## src/rtl/adaptive_traffic_light_controller_defines.svh

```systemverilog
// ----------------------------------------------------------------------------
// Adaptive traffic light controller assertion macros
// Concurrent checks clocked on clk, disabled while rst_n is low
// ----------------------------------------------------------------------------
`ifndef ADAPTIVE_TRAFFIC_LIGHT_CONTROLLER_DEFINES_SVH
`define ADAPTIVE_TRAFFIC_LIGHT_CONTROLLER_DEFINES_SVH

`ifndef SYNTHESIS

// condition holds at every clock edge
`define ATLC_ASSERT_ALWAYS(label, cond) \
    label: assert property (@(posedge clk) disable iff (!rst_n) (cond)) \
        else $error("atlc check failed");

// consequent holds in the cycle after the antecedent
`define ATLC_ASSERT_NEXT(label, ante, cons) \
    label: assert property (@(posedge clk) disable iff (!rst_n) (ante) |=> (cons)) \
        else $error("atlc check failed");

`else

`define ATLC_ASSERT_ALWAYS(label, cond)
`define ATLC_ASSERT_NEXT(label, ante, cons)

`endif

`endif

```

## src/rtl/atlc_pkg.sv

```systemverilog
// ----------------------------------------------------------------------------
// Adaptive traffic light controller package
// Shared widths, codes, reset values and the lane state record
// ----------------------------------------------------------------------------
`timescale 1ns / 1ps

package atlc_pkg;

    localparam int NUM_LANES   = 4;
    localparam int LANE_W      = 2;
    localparam int COUNT_W     = 8;
    localparam int TICKS_W     = 16;
    localparam int CYCLE_W     = 3;
    localparam int CFG_INDEX_W = 3;
    localparam int CFG_DATA_W  = 16;

    localparam logic [2:0] NO_LANE = 3'd4;

    localparam logic [TICKS_W-1:0] ALL_RED_RST   = 16'd2000;
    localparam logic [TICKS_W-1:0] GREEN_RST     = 16'd8000;
    localparam logic [TICKS_W-1:0] YELLOW_RST    = 16'd1000;
    localparam logic [TICKS_W-1:0] AMB_RED_RST   = 16'd3000;
    localparam logic [TICKS_W-1:0] AMB_GREEN_RST = 16'd10000;
    localparam logic [TICKS_W-1:0] BUS_HOLD_RST  = 16'd10000;
    localparam logic [COUNT_W-1:0] THRESHOLD_RST = 8'd3;
    localparam logic [CYCLE_W-1:0] ROUND_RST     = 3'd4;

    typedef enum logic [2:0] {
        PH_RED       = 3'd0,
        PH_GREEN     = 3'd1,
        PH_YELLOW    = 3'd2,
        PH_AMB_RED   = 3'd3,
        PH_AMB_GREEN = 3'd4,
        PH_AMB_YEL   = 3'd5,
        PH_BUS_HOLD  = 3'd6
    } phase_t;

    typedef enum logic [CFG_INDEX_W-1:0] {
        CFG_ALL_RED   = 3'd0,
        CFG_GREEN     = 3'd1,
        CFG_YELLOW    = 3'd2,
        CFG_AMB_RED   = 3'd3,
        CFG_AMB_GREEN = 3'd4,
        CFG_BUS_HOLD  = 3'd5,
        CFG_THRESHOLD = 3'd6,
        CFG_ROUND     = 3'd7
    } cfg_index_t;

    typedef logic [NUM_LANES-1:0][COUNT_W-1:0] lane_counts_t;

    typedef struct packed {
        logic [LANE_W-1:0]  current_lane;
        logic [2:0]         return_lane;
        logic               jump_used;
        logic               skip_two;
        logic [CYCLE_W-1:0] cycle_count;
    } lane_state_t;

endpackage

```

## src/rtl/atlc_intf.sv

```systemverilog
// ----------------------------------------------------------------------------
// Adaptive traffic light controller channels
// Valid/ready channels for tick words and light words
// ----------------------------------------------------------------------------
`timescale 1ns / 1ps

interface atlc_tick_if;
    logic                           valid;
    logic                           ready;
    logic [atlc_pkg::NUM_LANES-1:0] lane_sensors;
    logic                           ambulance_request;
    logic                           bus_request;

    modport source (output valid, output lane_sensors, output ambulance_request,
                    output bus_request, input ready);
    modport sink   (input valid, input lane_sensors, input ambulance_request,
                    input bus_request, output ready);
endinterface

interface atlc_light_if;
    logic                          valid;
    logic                          ready;
    logic [2:0]                    signal_phase;
    logic [atlc_pkg::LANE_W-1:0]   lit_lane;
    logic                          bus_green;

    modport source (output valid, output signal_phase, output lit_lane,
                    output bus_green, input ready);
    modport sink   (input valid, input signal_phase, input lit_lane,
                    input bus_green, output ready);
endinterface

```

## src/rtl/atlc_next_lane.sv

```systemverilog
// ----------------------------------------------------------------------------
// Adaptive traffic light controller next lane selection
// Return after a jump, priority jump, step and round reset at end of yellow
// ----------------------------------------------------------------------------
`timescale 1ns / 1ps

module atlc_next_lane (
    input  atlc_pkg::lane_state_t                state_cur,
    input  atlc_pkg::lane_counts_t               counts,
    input  logic [atlc_pkg::COUNT_W-1:0]         threshold,
    input  logic [atlc_pkg::CYCLE_W-1:0]         cycles_per_round,
    output atlc_pkg::lane_state_t                state_new,
    output logic [atlc_pkg::NUM_LANES-1:0]       clear_count
);

    logic [2:0]                   cur;
    logic [2:0]                   ret_base;
    logic [atlc_pkg::CYCLE_W-1:0] cycle_inc;
    logic                         step;
    logic                         found;
    logic                         skip_new;
    logic                         jump_new;
    logic [2:0]                   return_new;

    always_comb
    begin
        cur         = {1'b0, state_cur.current_lane};
        ret_base    = {1'b0, state_cur.return_lane[1:0]};
        cycle_inc   = state_cur.cycle_count + 3'd1;
        step        = 1'b1;
        found       = 1'b0;
        skip_new    = state_cur.skip_two;
        jump_new    = state_cur.jump_used;
        return_new  = state_cur.return_lane;
        clear_count = '0;

        if (state_cur.return_lane != atlc_pkg::NO_LANE)
        begin
            cur        = (cur == ret_base + 3'd1) ? ret_base + 3'd2 : ret_base + 3'd1;
            return_new = atlc_pkg::NO_LANE;
            step       = 1'b0;
        end

        for (int i = 0; i < atlc_pkg::NUM_LANES; i++)
        begin
            if (!found && !state_cur.jump_used && counts[i] >= threshold &&
                ({1'b0, 3'(i)} > ({1'b0, cur} + 4'd1)))
            begin
                found          = 1'b1;
                if (i == 2)
                begin
                    skip_new = 1'b1;
                end
                clear_count[i] = 1'b1;
                return_new     = {1'b0, cur[1:0]};
                cur            = 3'(i);
                jump_new       = 1'b1;
                step           = 1'b0;
            end
        end

        if (step && skip_new)
        begin
            cur      = cur + 3'd2;
            skip_new = 1'b0;
        end
        else if (step)
        begin
            cur = cur + 3'd1;
        end

        if (cur > 3'd3)
        begin
            cur = 3'd0;
        end

        state_new.cycle_count = cycle_inc;
        if (cycle_inc == cycles_per_round)
        begin
            jump_new              = 1'b0;
            cur                   = 3'd0;
            state_new.cycle_count = '0;
        end

        state_new.current_lane = cur[1:0];
        state_new.return_lane  = return_new;
        state_new.jump_used    = jump_new;
        state_new.skip_two     = skip_new;
    end

endmodule

```

## src/rtl/adaptive_traffic_light_controller.sv

```systemverilog
// ----------------------------------------------------------------------------
// Adaptive traffic light controller
// Four-lane signal sequencer with sensor counting, ambulance and bus handling
// ----------------------------------------------------------------------------
//  channel    dir  word
//  tick_in    in   lane_sensors, ambulance_request, bus_request
//  light_out  out  signal_phase, lit_lane, bus_green
//  cfg        in   cfg_we, cfg_index, cfg_data (write only)
//
//  one tick word is taken per clock while tick_in is ready; its light word
//  appears in the cycle after and waits in an output register; tick_in is ready
//  while that register is empty or being taken in the same cycle
//  reset leaves the default timings, lane 0 in all-red, no clearing pass
// ----------------------------------------------------------------------------
`timescale 1ns / 1ps
`include "adaptive_traffic_light_controller_defines.svh"

module adaptive_traffic_light_controller (
    input  logic                              clk,
    input  logic                              rst_n,
    atlc_tick_if.sink                         tick_in,
    atlc_light_if.source                      light_out,
    input  logic                              cfg_we,
    input  logic [atlc_pkg::CFG_INDEX_W-1:0]  cfg_index,
    input  logic [atlc_pkg::CFG_DATA_W-1:0]   cfg_data
);

    logic [atlc_pkg::TICKS_W-1:0] all_red_reg;
    logic [atlc_pkg::TICKS_W-1:0] green_reg;
    logic [atlc_pkg::TICKS_W-1:0] yellow_reg;
    logic [atlc_pkg::TICKS_W-1:0] amb_red_reg;
    logic [atlc_pkg::TICKS_W-1:0] amb_green_reg;
    logic [atlc_pkg::TICKS_W-1:0] bus_hold_reg;
    logic [atlc_pkg::COUNT_W-1:0] threshold_reg;
    logic [atlc_pkg::CYCLE_W-1:0] round_reg;

    atlc_pkg::phase_t             phase_reg,   phase_next;
    logic [atlc_pkg::TICKS_W-1:0] timer_reg,   timer_next;
    atlc_pkg::lane_state_t        lane_reg,    lane_next;
    atlc_pkg::lane_counts_t       counts_reg,  counts_next;
    logic [atlc_pkg::NUM_LANES-1:0] seen_reg;
    logic                         amb_reg,     amb_next;

    logic                         out_valid_reg;
    logic [2:0]                   out_phase_reg;
    logic [atlc_pkg::LANE_W-1:0]  out_lane_reg;
    logic                         out_bus_reg;

    logic                           in_fire;
    atlc_pkg::lane_counts_t         counts_inc;
    logic                           amb_seen;
    logic [atlc_pkg::TICKS_W-1:0]   phase_len;
    logic                           phase_more;
    atlc_pkg::lane_state_t          chosen;
    logic [atlc_pkg::NUM_LANES-1:0] clear_count;
    logic [atlc_pkg::LANE_W-1:0]    lane_shown;
    logic                           amb_phase;

    assign tick_in.ready     = !out_valid_reg || light_out.ready;
    assign in_fire           = tick_in.valid && tick_in.ready;

    assign light_out.valid        = out_valid_reg;
    assign light_out.signal_phase = out_phase_reg;
    assign light_out.lit_lane     = out_lane_reg;
    assign light_out.bus_green    = out_bus_reg;

    // configuration writes
    always_ff @(posedge clk or negedge rst_n)
    begin
        if (!rst_n)
        begin
            all_red_reg   <= atlc_pkg::ALL_RED_RST;
            green_reg     <= atlc_pkg::GREEN_RST;
            yellow_reg    <= atlc_pkg::YELLOW_RST;
            amb_red_reg   <= atlc_pkg::AMB_RED_RST;
            amb_green_reg <= atlc_pkg::AMB_GREEN_RST;
            bus_hold_reg  <= atlc_pkg::BUS_HOLD_RST;
            threshold_reg <= atlc_pkg::THRESHOLD_RST;
            round_reg     <= atlc_pkg::ROUND_RST;
        end
        else if (cfg_we)
        begin
            case (atlc_pkg::cfg_index_t'(cfg_index))
                atlc_pkg::CFG_ALL_RED:   all_red_reg   <= cfg_data;
                atlc_pkg::CFG_GREEN:     green_reg     <= cfg_data;
                atlc_pkg::CFG_YELLOW:    yellow_reg    <= cfg_data;
                atlc_pkg::CFG_AMB_RED:   amb_red_reg   <= cfg_data;
                atlc_pkg::CFG_AMB_GREEN: amb_green_reg <= cfg_data;
                atlc_pkg::CFG_BUS_HOLD:  bus_hold_reg  <= cfg_data;
                atlc_pkg::CFG_THRESHOLD: threshold_reg <= cfg_data[atlc_pkg::COUNT_W-1:0];
                atlc_pkg::CFG_ROUND:     round_reg     <= cfg_data[atlc_pkg::CYCLE_W-1:0];
                default:                 ;
            endcase
        end
    end

    // sensor edge counting
    always_comb
    begin
        for (int k = 0; k < atlc_pkg::NUM_LANES; k++)
        begin
            counts_inc[k] = counts_reg[k] +
                {{(atlc_pkg::COUNT_W-1){1'b0}}, tick_in.lane_sensors[k] & ~seen_reg[k]};
        end
        amb_seen = amb_reg | tick_in.ambulance_request;
    end

    always_comb
    begin
        case (phase_reg)
            atlc_pkg::PH_RED:       phase_len = all_red_reg;
            atlc_pkg::PH_GREEN:     phase_len = green_reg;
            atlc_pkg::PH_YELLOW:    phase_len = yellow_reg;
            atlc_pkg::PH_AMB_RED:   phase_len = amb_red_reg;
            atlc_pkg::PH_AMB_GREEN: phase_len = amb_green_reg;
            atlc_pkg::PH_AMB_YEL:   phase_len = yellow_reg;
            atlc_pkg::PH_BUS_HOLD:  phase_len = bus_hold_reg;
            default:                phase_len = 16'd1;
        endcase
    end

    assign phase_more = ({1'b0, timer_reg} + 17'd1) < {1'b0, phase_len};

    assign lane_shown = (phase_reg inside {atlc_pkg::PH_GREEN, atlc_pkg::PH_YELLOW}) ?
                        lane_reg.current_lane : '0;

    assign amb_phase = phase_reg inside {atlc_pkg::PH_AMB_RED, atlc_pkg::PH_AMB_GREEN,
                                         atlc_pkg::PH_AMB_YEL};

    atlc_next_lane u_next_lane (
        .state_cur        (lane_reg),
        .counts           (counts_inc),
        .threshold        (threshold_reg),
        .cycles_per_round (round_reg),
        .state_new        (chosen),
        .clear_count      (clear_count)
    );

    // phase sequencing
    always_comb
    begin
        phase_next  = phase_reg;
        timer_next  = '0;
        lane_next   = lane_reg;
        counts_next = counts_inc;
        amb_next    = amb_seen;

        if (phase_more)
        begin
            timer_next = timer_reg + 16'd1;
        end
        else
        begin
            case (phase_reg)
                atlc_pkg::PH_RED:       phase_next = atlc_pkg::PH_GREEN;
                atlc_pkg::PH_GREEN:     phase_next = atlc_pkg::PH_YELLOW;
                atlc_pkg::PH_YELLOW:
                begin
                    lane_next = chosen;
                    for (int k = 0; k < atlc_pkg::NUM_LANES; k++)
                    begin
                        if (clear_count[k])
                        begin
                            counts_next[k] = '0;
                        end
                    end
                    if (amb_seen)
                    begin
                        phase_next = atlc_pkg::PH_AMB_RED;
                    end
                    else
                    begin
                        phase_next = tick_in.bus_request ? atlc_pkg::PH_BUS_HOLD
                                                         : atlc_pkg::PH_RED;
                    end
                end
                atlc_pkg::PH_AMB_RED:   phase_next = atlc_pkg::PH_AMB_GREEN;
                atlc_pkg::PH_AMB_GREEN: phase_next = atlc_pkg::PH_AMB_YEL;
                atlc_pkg::PH_AMB_YEL:
                begin
                    amb_next   = 1'b0;
                    phase_next = tick_in.bus_request ? atlc_pkg::PH_BUS_HOLD
                                                     : atlc_pkg::PH_RED;
                end
                default:                phase_next = atlc_pkg::PH_RED;
            endcase
        end
    end

    always_ff @(posedge clk or negedge rst_n)
    begin
        if (!rst_n)
        begin
            phase_reg     <= atlc_pkg::PH_RED;
            timer_reg     <= '0;
            lane_reg      <= '{current_lane: '0, return_lane: atlc_pkg::NO_LANE,
                               jump_used: 1'b0, skip_two: 1'b0, cycle_count: '0};
            counts_reg    <= '0;
            seen_reg      <= '0;
            amb_reg       <= 1'b0;
            out_valid_reg <= 1'b0;
        end
        else
        begin
            if (in_fire)
            begin
                phase_reg  <= phase_next;
                timer_reg  <= timer_next;
                lane_reg   <= lane_next;
                counts_reg <= counts_next;
                seen_reg   <= tick_in.lane_sensors;
                amb_reg    <= amb_next;
            end
            if (in_fire)
            begin
                out_valid_reg <= 1'b1;
            end
            else if (light_out.ready)
            begin
                out_valid_reg <= 1'b0;
            end
        end
    end

    // light word register
    always_ff @(posedge clk)
    begin
        if (in_fire)
        begin
            out_phase_reg <= phase_reg;
            out_lane_reg  <= lane_shown;
            out_bus_reg   <= (phase_reg == atlc_pkg::PH_BUS_HOLD);
        end
    end

    `ATLC_ASSERT_NEXT(a_word_after_tick, in_fire, out_valid_reg)
    `ATLC_ASSERT_NEXT(a_phase_holds_idle, !in_fire, $stable(phase_reg))
    `ATLC_ASSERT_ALWAYS(a_amb_latched, !amb_phase || amb_reg)

endmodule

```

## src/flat_wrapper.sv

```systemverilog
// flat-port wrapper written by rule: the top's interface ports become plain ports
module adaptive_traffic_light_controller_flat 
  (clk, rst_n, cfg_we, cfg_index, cfg_data, tick_in_valid, tick_in_lane_sensors, tick_in_ambulance_request, tick_in_bus_request, tick_in_ready, light_out_valid, light_out_signal_phase, light_out_lit_lane, light_out_bus_green, light_out_ready);
  atlc_tick_if tick_in_i ();
  atlc_light_if light_out_i ();
  input  logic clk;
  input  logic rst_n;
  input  logic cfg_we;
  input  logic [atlc_pkg::CFG_INDEX_W-1:0] cfg_index;
  input  logic [atlc_pkg::CFG_DATA_W-1:0] cfg_data;
  input wire logic [$bits(tick_in_i.valid)-1:0] tick_in_valid;
  input wire logic [$bits(tick_in_i.lane_sensors)-1:0] tick_in_lane_sensors;
  input wire logic [$bits(tick_in_i.ambulance_request)-1:0] tick_in_ambulance_request;
  input wire logic [$bits(tick_in_i.bus_request)-1:0] tick_in_bus_request;
  output wire logic [$bits(tick_in_i.ready)-1:0] tick_in_ready;
  output wire logic [$bits(light_out_i.valid)-1:0] light_out_valid;
  output wire logic [$bits(light_out_i.signal_phase)-1:0] light_out_signal_phase;
  output wire logic [$bits(light_out_i.lit_lane)-1:0] light_out_lit_lane;
  output wire logic [$bits(light_out_i.bus_green)-1:0] light_out_bus_green;
  input wire logic [$bits(light_out_i.ready)-1:0] light_out_ready;
  assign tick_in_i.valid = tick_in_valid;
  assign tick_in_i.lane_sensors = tick_in_lane_sensors;
  assign tick_in_i.ambulance_request = tick_in_ambulance_request;
  assign tick_in_i.bus_request = tick_in_bus_request;
  assign tick_in_ready = tick_in_i.ready;
  assign light_out_valid = light_out_i.valid;
  assign light_out_signal_phase = light_out_i.signal_phase;
  assign light_out_lit_lane = light_out_i.lit_lane;
  assign light_out_bus_green = light_out_i.bus_green;
  assign light_out_i.ready = light_out_ready;
  adaptive_traffic_light_controller u_core (.clk(clk), .rst_n(rst_n), .tick_in(tick_in_i), .light_out(light_out_i), .cfg_we(cfg_we), .cfg_index(cfg_index), .cfg_data(cfg_data));
endmodule
```

## config.mk

```make
export PLATFORM = sky130hd
export DESIGN_NAME = adaptive_traffic_light_controller_flat
export DESIGN_NICKNAME = d
export VERILOG_FILES = /design/src/rtl/atlc_pkg.sv /design/src/rtl/atlc_intf.sv /design/src/rtl/atlc_next_lane.sv /design/src/rtl/adaptive_traffic_light_controller.sv /design/src/flat_wrapper.sv
export VERILOG_INCLUDE_DIRS = /design/src /design/src/rtl
export SDC_FILE = /design/constraint.sdc
export NUM_CORES = 1
export LEC_CHECK = 0
export ABC_CLOCK_PERIOD_IN_PS = 4500
export BUFFER_PORTS_ARGS = -buffer_cell sky130_fd_sc_hd__buf_2
export CAP_MARGIN = 25
export CORE_UTILIZATION = 50
export CTS_CLUSTER_SIZE = 8
export DETAILED_ROUTE_END_ITERATION = 8
export PLACE_DENSITY = 0.68
export SLEW_MARGIN = 10
export SYNTH_ARGS = -nofsm -noshare
export SYNTH_HDL_FRONTEND = slang
export SYNTH_HIERARCHICAL = 1
export SYNTH_SLANG_ARGS = --single-unit
export TNS_END_PERCENT = 1
```

## constraint.sdc

```tcl
create_clock -name clk -period 4.5 [get_ports clk]
set_input_delay 0.45 -clock clk [delete_from_list [all_inputs] [get_ports clk]]
set_output_delay 0.45 -clock clk [all_outputs]
set_load 0.03 [all_outputs]
```

# After elaboration in Yosys (flattened, before gate mapping)
# Index checks and enable logic that the tools add are counted.
# word_totals
register_bits	180
input_bits	30
out_inout_bits	8
word_cells	163
# op_classes
addsub	15
order_cmp	10
n_eq_ne	16
n_mux	49
bitwise_logic	10
reduce_logical	38
# ops
operator	count
$pmux W16 S6	1
$mux W32	2
$mux W3	16
$add A8 B1 Y8	4
$ge A8 B8 Y1	4
$mux W8	4
$mux W1	22
$eq A3 B3 Y1 const B	7
$pmux W3 S6	1
$reduce_and A2 Y1	9
$add A16 B1 Y17 const B	1
$lt A17 B16 Y1	1
$add A16 B1 Y16 const B	1
$add A3 B1 Y4 const B	4
$mux W16	1
$logic_and A1 B1 Y1	13
$eq A3 B2 Y1 const B	4
$reduce_bool A5 Y1	2
$gt A1 B4 Y1 const A	2
$gt A2 B4 Y1 const A	2
$reduce_and A4 Y1	2
$add A3 B1 Y3 const B	2
$eq A3 B1 Y1 const B	2
$logic_not A3 Y1	2
other kinds (16)	29

# Depth between registers and ports, before layout
# depth
word_depth	29
ltp_mapped	20
depth_no_buf	20

# Modules after synthesis
# Netlist, hierarchy kept.
# by_module_without_submodules
module	n_inst	cells_per_inst	area_per_inst_um2	seq_area_each_um2
adaptive_traffic_light_controller	1	811	9140.0	4583.1
atlc_next_lane	1	115	878.3	0.0

# Worst setup path after synthesis
# OpenSTA, ideal clock, no wires.
# synth_path
path_kind	in2reg
startpoint	input tick_in_lane_sensors[2]
endpoint	register u_core/lane_reg[9] (netlist name)
setup_time_ns	0.125
arrival_time_ns	3.616
t_required_ns	4.375
slack_ns	0.759
stages	19
n_path_buf	0
cell_sequence	nor2b_1 > ha_1 > ha_1 > nand3_1 > nor2_1 > xor2_1 > ha_1 > and3_1 > a221oi_1 > o31ai_1 > a2111oi_4 > a21oi_2 > inv_1 > ha_1 > nand2_1 > o211ai_1 > o21ai_0 > a21oi_1 > mux2_4
# synth_rtl
element	line_no	source
start, declared	flat_wrapper.sv:12	input wire logic [$bits(tick_in_i.lane_sensors)-1:0] tick_in_lane_sensors;
end signal, assigned	adaptive_traffic_light_controller.sv:196	lane_reg <= '{current_lane: '0, return_lane: atlc_pkg::NO_LANE,
end signal, assigned	adaptive_traffic_light_controller.sv:209	lane_reg <= lane_next;
end, declared	adaptive_traffic_light_controller.sv:39	atlc_pkg::lane_state_t lane_reg, lane_next;

==> impl_metrics.ini <==
[worst_setup_path]
cp.depth = 19
crit_family = compound AO/OA/AOI/OAI gates
regToRegEndpoint = u_core/lane_reg[9]
crit_path_end_kind = flop
required_ns = 4.80
startpoint = u_core/seen_reg[2]
reg2reg_depth = 19
rrSetupSlack_ns = 0.45
critPathMaxFanout = 3
r2r_start = u_core/seen_reg[2]
max_stage_delay_ns = 0.47
critPathArrivalTime_ns = 4.35
endpoint = u_core/lane_reg[9]
path_class = reg -> reg
path_cells = nor2b_1 > ha_1 > ha_1 > nand3_1 > nor2_1 > xor2_1 > ha_1 > and3_1 > a221oi_1 > o31ai_1 > a2111oi_4 > a21oi_2 > inv_1 > ha_1 > nand2_1 > o211ai_1 > o21ai_0 > a21oi_1 > mux2_4
start_kind = flop
cp_common_cell = ha_1
crit_buf_inv = 1
critical-path-slowest-cell = a2111oi_4

[pwr]
powerDensity_nw_per_um2 = 596
p_clk_share_pct = 24.2
cell_internal_pwr_mw = 3.84
switching_share_pct = 36.4
p_leak_nw = 4.39
ir_drop_v = 0.000325
p_sw_mw = 2.20
pwr-share-comb_pct = 40.5
finalPower_mw = 6.04
seqPwrFrac_pct = 35.3

[route]
drtIter0Drc = 332
dr_total_vias = 6423
wire_per_inst_um = 19.1
drc_errors = 0
vias_per_cell = 5.93
dr.pass1.iters = 5
drtAntennaViolNets = 0
wl_mm = 20.7

[global_routing]
grtUsageTotal_pct = 24.0
grt_pass1_vias = 6500
grt_max_degree = 76
grt_pass1_wl_mm = 34.0
grt-ovfl-total = 0
antenna_found_initial = 0

[place]
io_buffers = 35
gp_congestion = 0.884
dp_hpwl_mm = 14.5
dp_slack_ns = 0.288

[sta]
fin_tns_setup_ns = 0
slew_viol_final = 0
clock_skew_ns = 0.0113
fin_hold_ws_ns = 0.0622
worst_slack_ns = 0.449
finalHoldViolCount = 0
fin_crit_ns = 4.05
rsz0062_at_grt = no
tightestPinTransition_ns = 0.681
setup_violations = 0
period_share_pct = 90.0
max_freq_mhz = 247
slew_headroom_pct = 53.4

[yosys]
synth_area_um2 = 9040
syn_inst = 813
yosysWarnings = 6
syn-num-nets = 883
syn_avg_cell_area_um2 = 11.1

[die]
die_h_um = 136
num_rows = 48
die_w_um = 136
num_io_pins = 38
initial_core_util_pct = 51.7
core_area_um2 = 17500
die_area_um2 = 18600

[clocking]
ctsHtreeMaxLevel = 4
clk_latency_ns = 0.42
cts_num_sinks = 162
clk_pin_slew_ns = 0.06
ctsResizeCount = 0
cts_setup_buffers = 0
ctsHoldBuffers = 0
cts_max_path_buffers = 2
cts_tree = done
cts_buffers = 17
cts_root_buffer = clkbuf_16

[run_status]
status = finished, final reports clean

[finish]
num_antenna_cells = 0
drive_gt1_share_pct = 32.6
area_growth_pct = 12.0
fin_util_pct = 58.0
final_nets = 916

[worst_hold_path]
min_path_type = in -> async

[run]
maxCapViolCount = 0
[metrics by stage]
stage | std cells | cell area, um2
finish | 1084 | 10100
global route | 1084 | 10100
CTS | 1084 | 10100
detailed placement | 1052 | 9540
global placement | 1050 | 9500
floorplan | 813 | 9040
[layer usage]
metal	global-route usage [%]	share of wire, %
met5	0	0
met4	7.35	1.4
met3	3.73	3.7
met2	39.4	48
met1	32.5	47
[how the worst min path moves through the flow]
stage / start / to / slack (ns)
finish: rst_n / u_core/counts_reg[21] / 0.06
global route: rst_n / u_core/counts_reg[21] / 0.11
CTS: rst_n / u_core/counts_reg[19] / 0.08
detailed placement: u_core/seen_reg[2] / u_core/seen_reg[2] / 0.48
global placement: u_core/seen_reg[3] / u_core/seen_reg[3] / 0.46
floorplan: rst_n / u_core/all_red_reg[0] / 0.15
[cell usage in the layout, fill, tap and decap left out, types with 3 or more instances in the layout]
| cell type | n |
|---|---|
| a21o_1 | 7 |
| a21oi_1 | 39 |
| a22oi_1 | 9 |
| a31oi_1 | 7 |
| and2_1 | 8 |
| and3_1 | 7 |
| and4_1 | 4 |
| buf_2 | 34 |
| buf_4 | 20 |
| bufinv_16 | 3 |
| clkbuf_1 | 5 |
| clkbuf_16 | 17 |
| dfrtp_1 | 116 |
| dfstp_2 | 39 |
| edfxtp_1 | 6 |
| ha_1 | 40 |
| inv_1 | 22 |
| mux2_2 | 123 |
| mux2_4 | 6 |
| mux2i_1 | 16 |
| mux4_2 | 5 |
| nand2_1 | 83 |
| nand2b_1 | 7 |
| nand3_1 | 18 |
| nand4b_1 | 3 |
| nor2_1 | 29 |
| nor2b_1 | 4 |
| nor3_1 | 9 |
| nor4_1 | 3 |
| o211ai_1 | 7 |
| o21ai_0 | 40 |
| o22ai_1 | 12 |
| o31a_1 | 4 |
| o31ai_1 | 6 |
| or3_1 | 4 |
| xnor2_1 | 22 |
| xor2_1 | 12 |
[final cells by class]
type | count | area [um2]
sequential | 162 | 4130
inverter | 22 | 82.6
clock buffer | 23 | 458
timing repair buffer | 57 | 374
multi-input combinational | 586 | 4670
fill | 1455 | 7350
tap | 225 | 282
clock inverter | 9 | 133
[power by group through the flow]
stage	clock network [mW]	logic, mW	registers [mW]
final	1.46	2.45	2.13
after global routing	1.55	2.71	2.17
after CTS	1.49	2.44	2.13
after detailed placement	0	2.42	2.15
after global placement	0	2.33	2.12
after floorplan	0	1.86	2.06
Power figures use the tool's default switching activity.
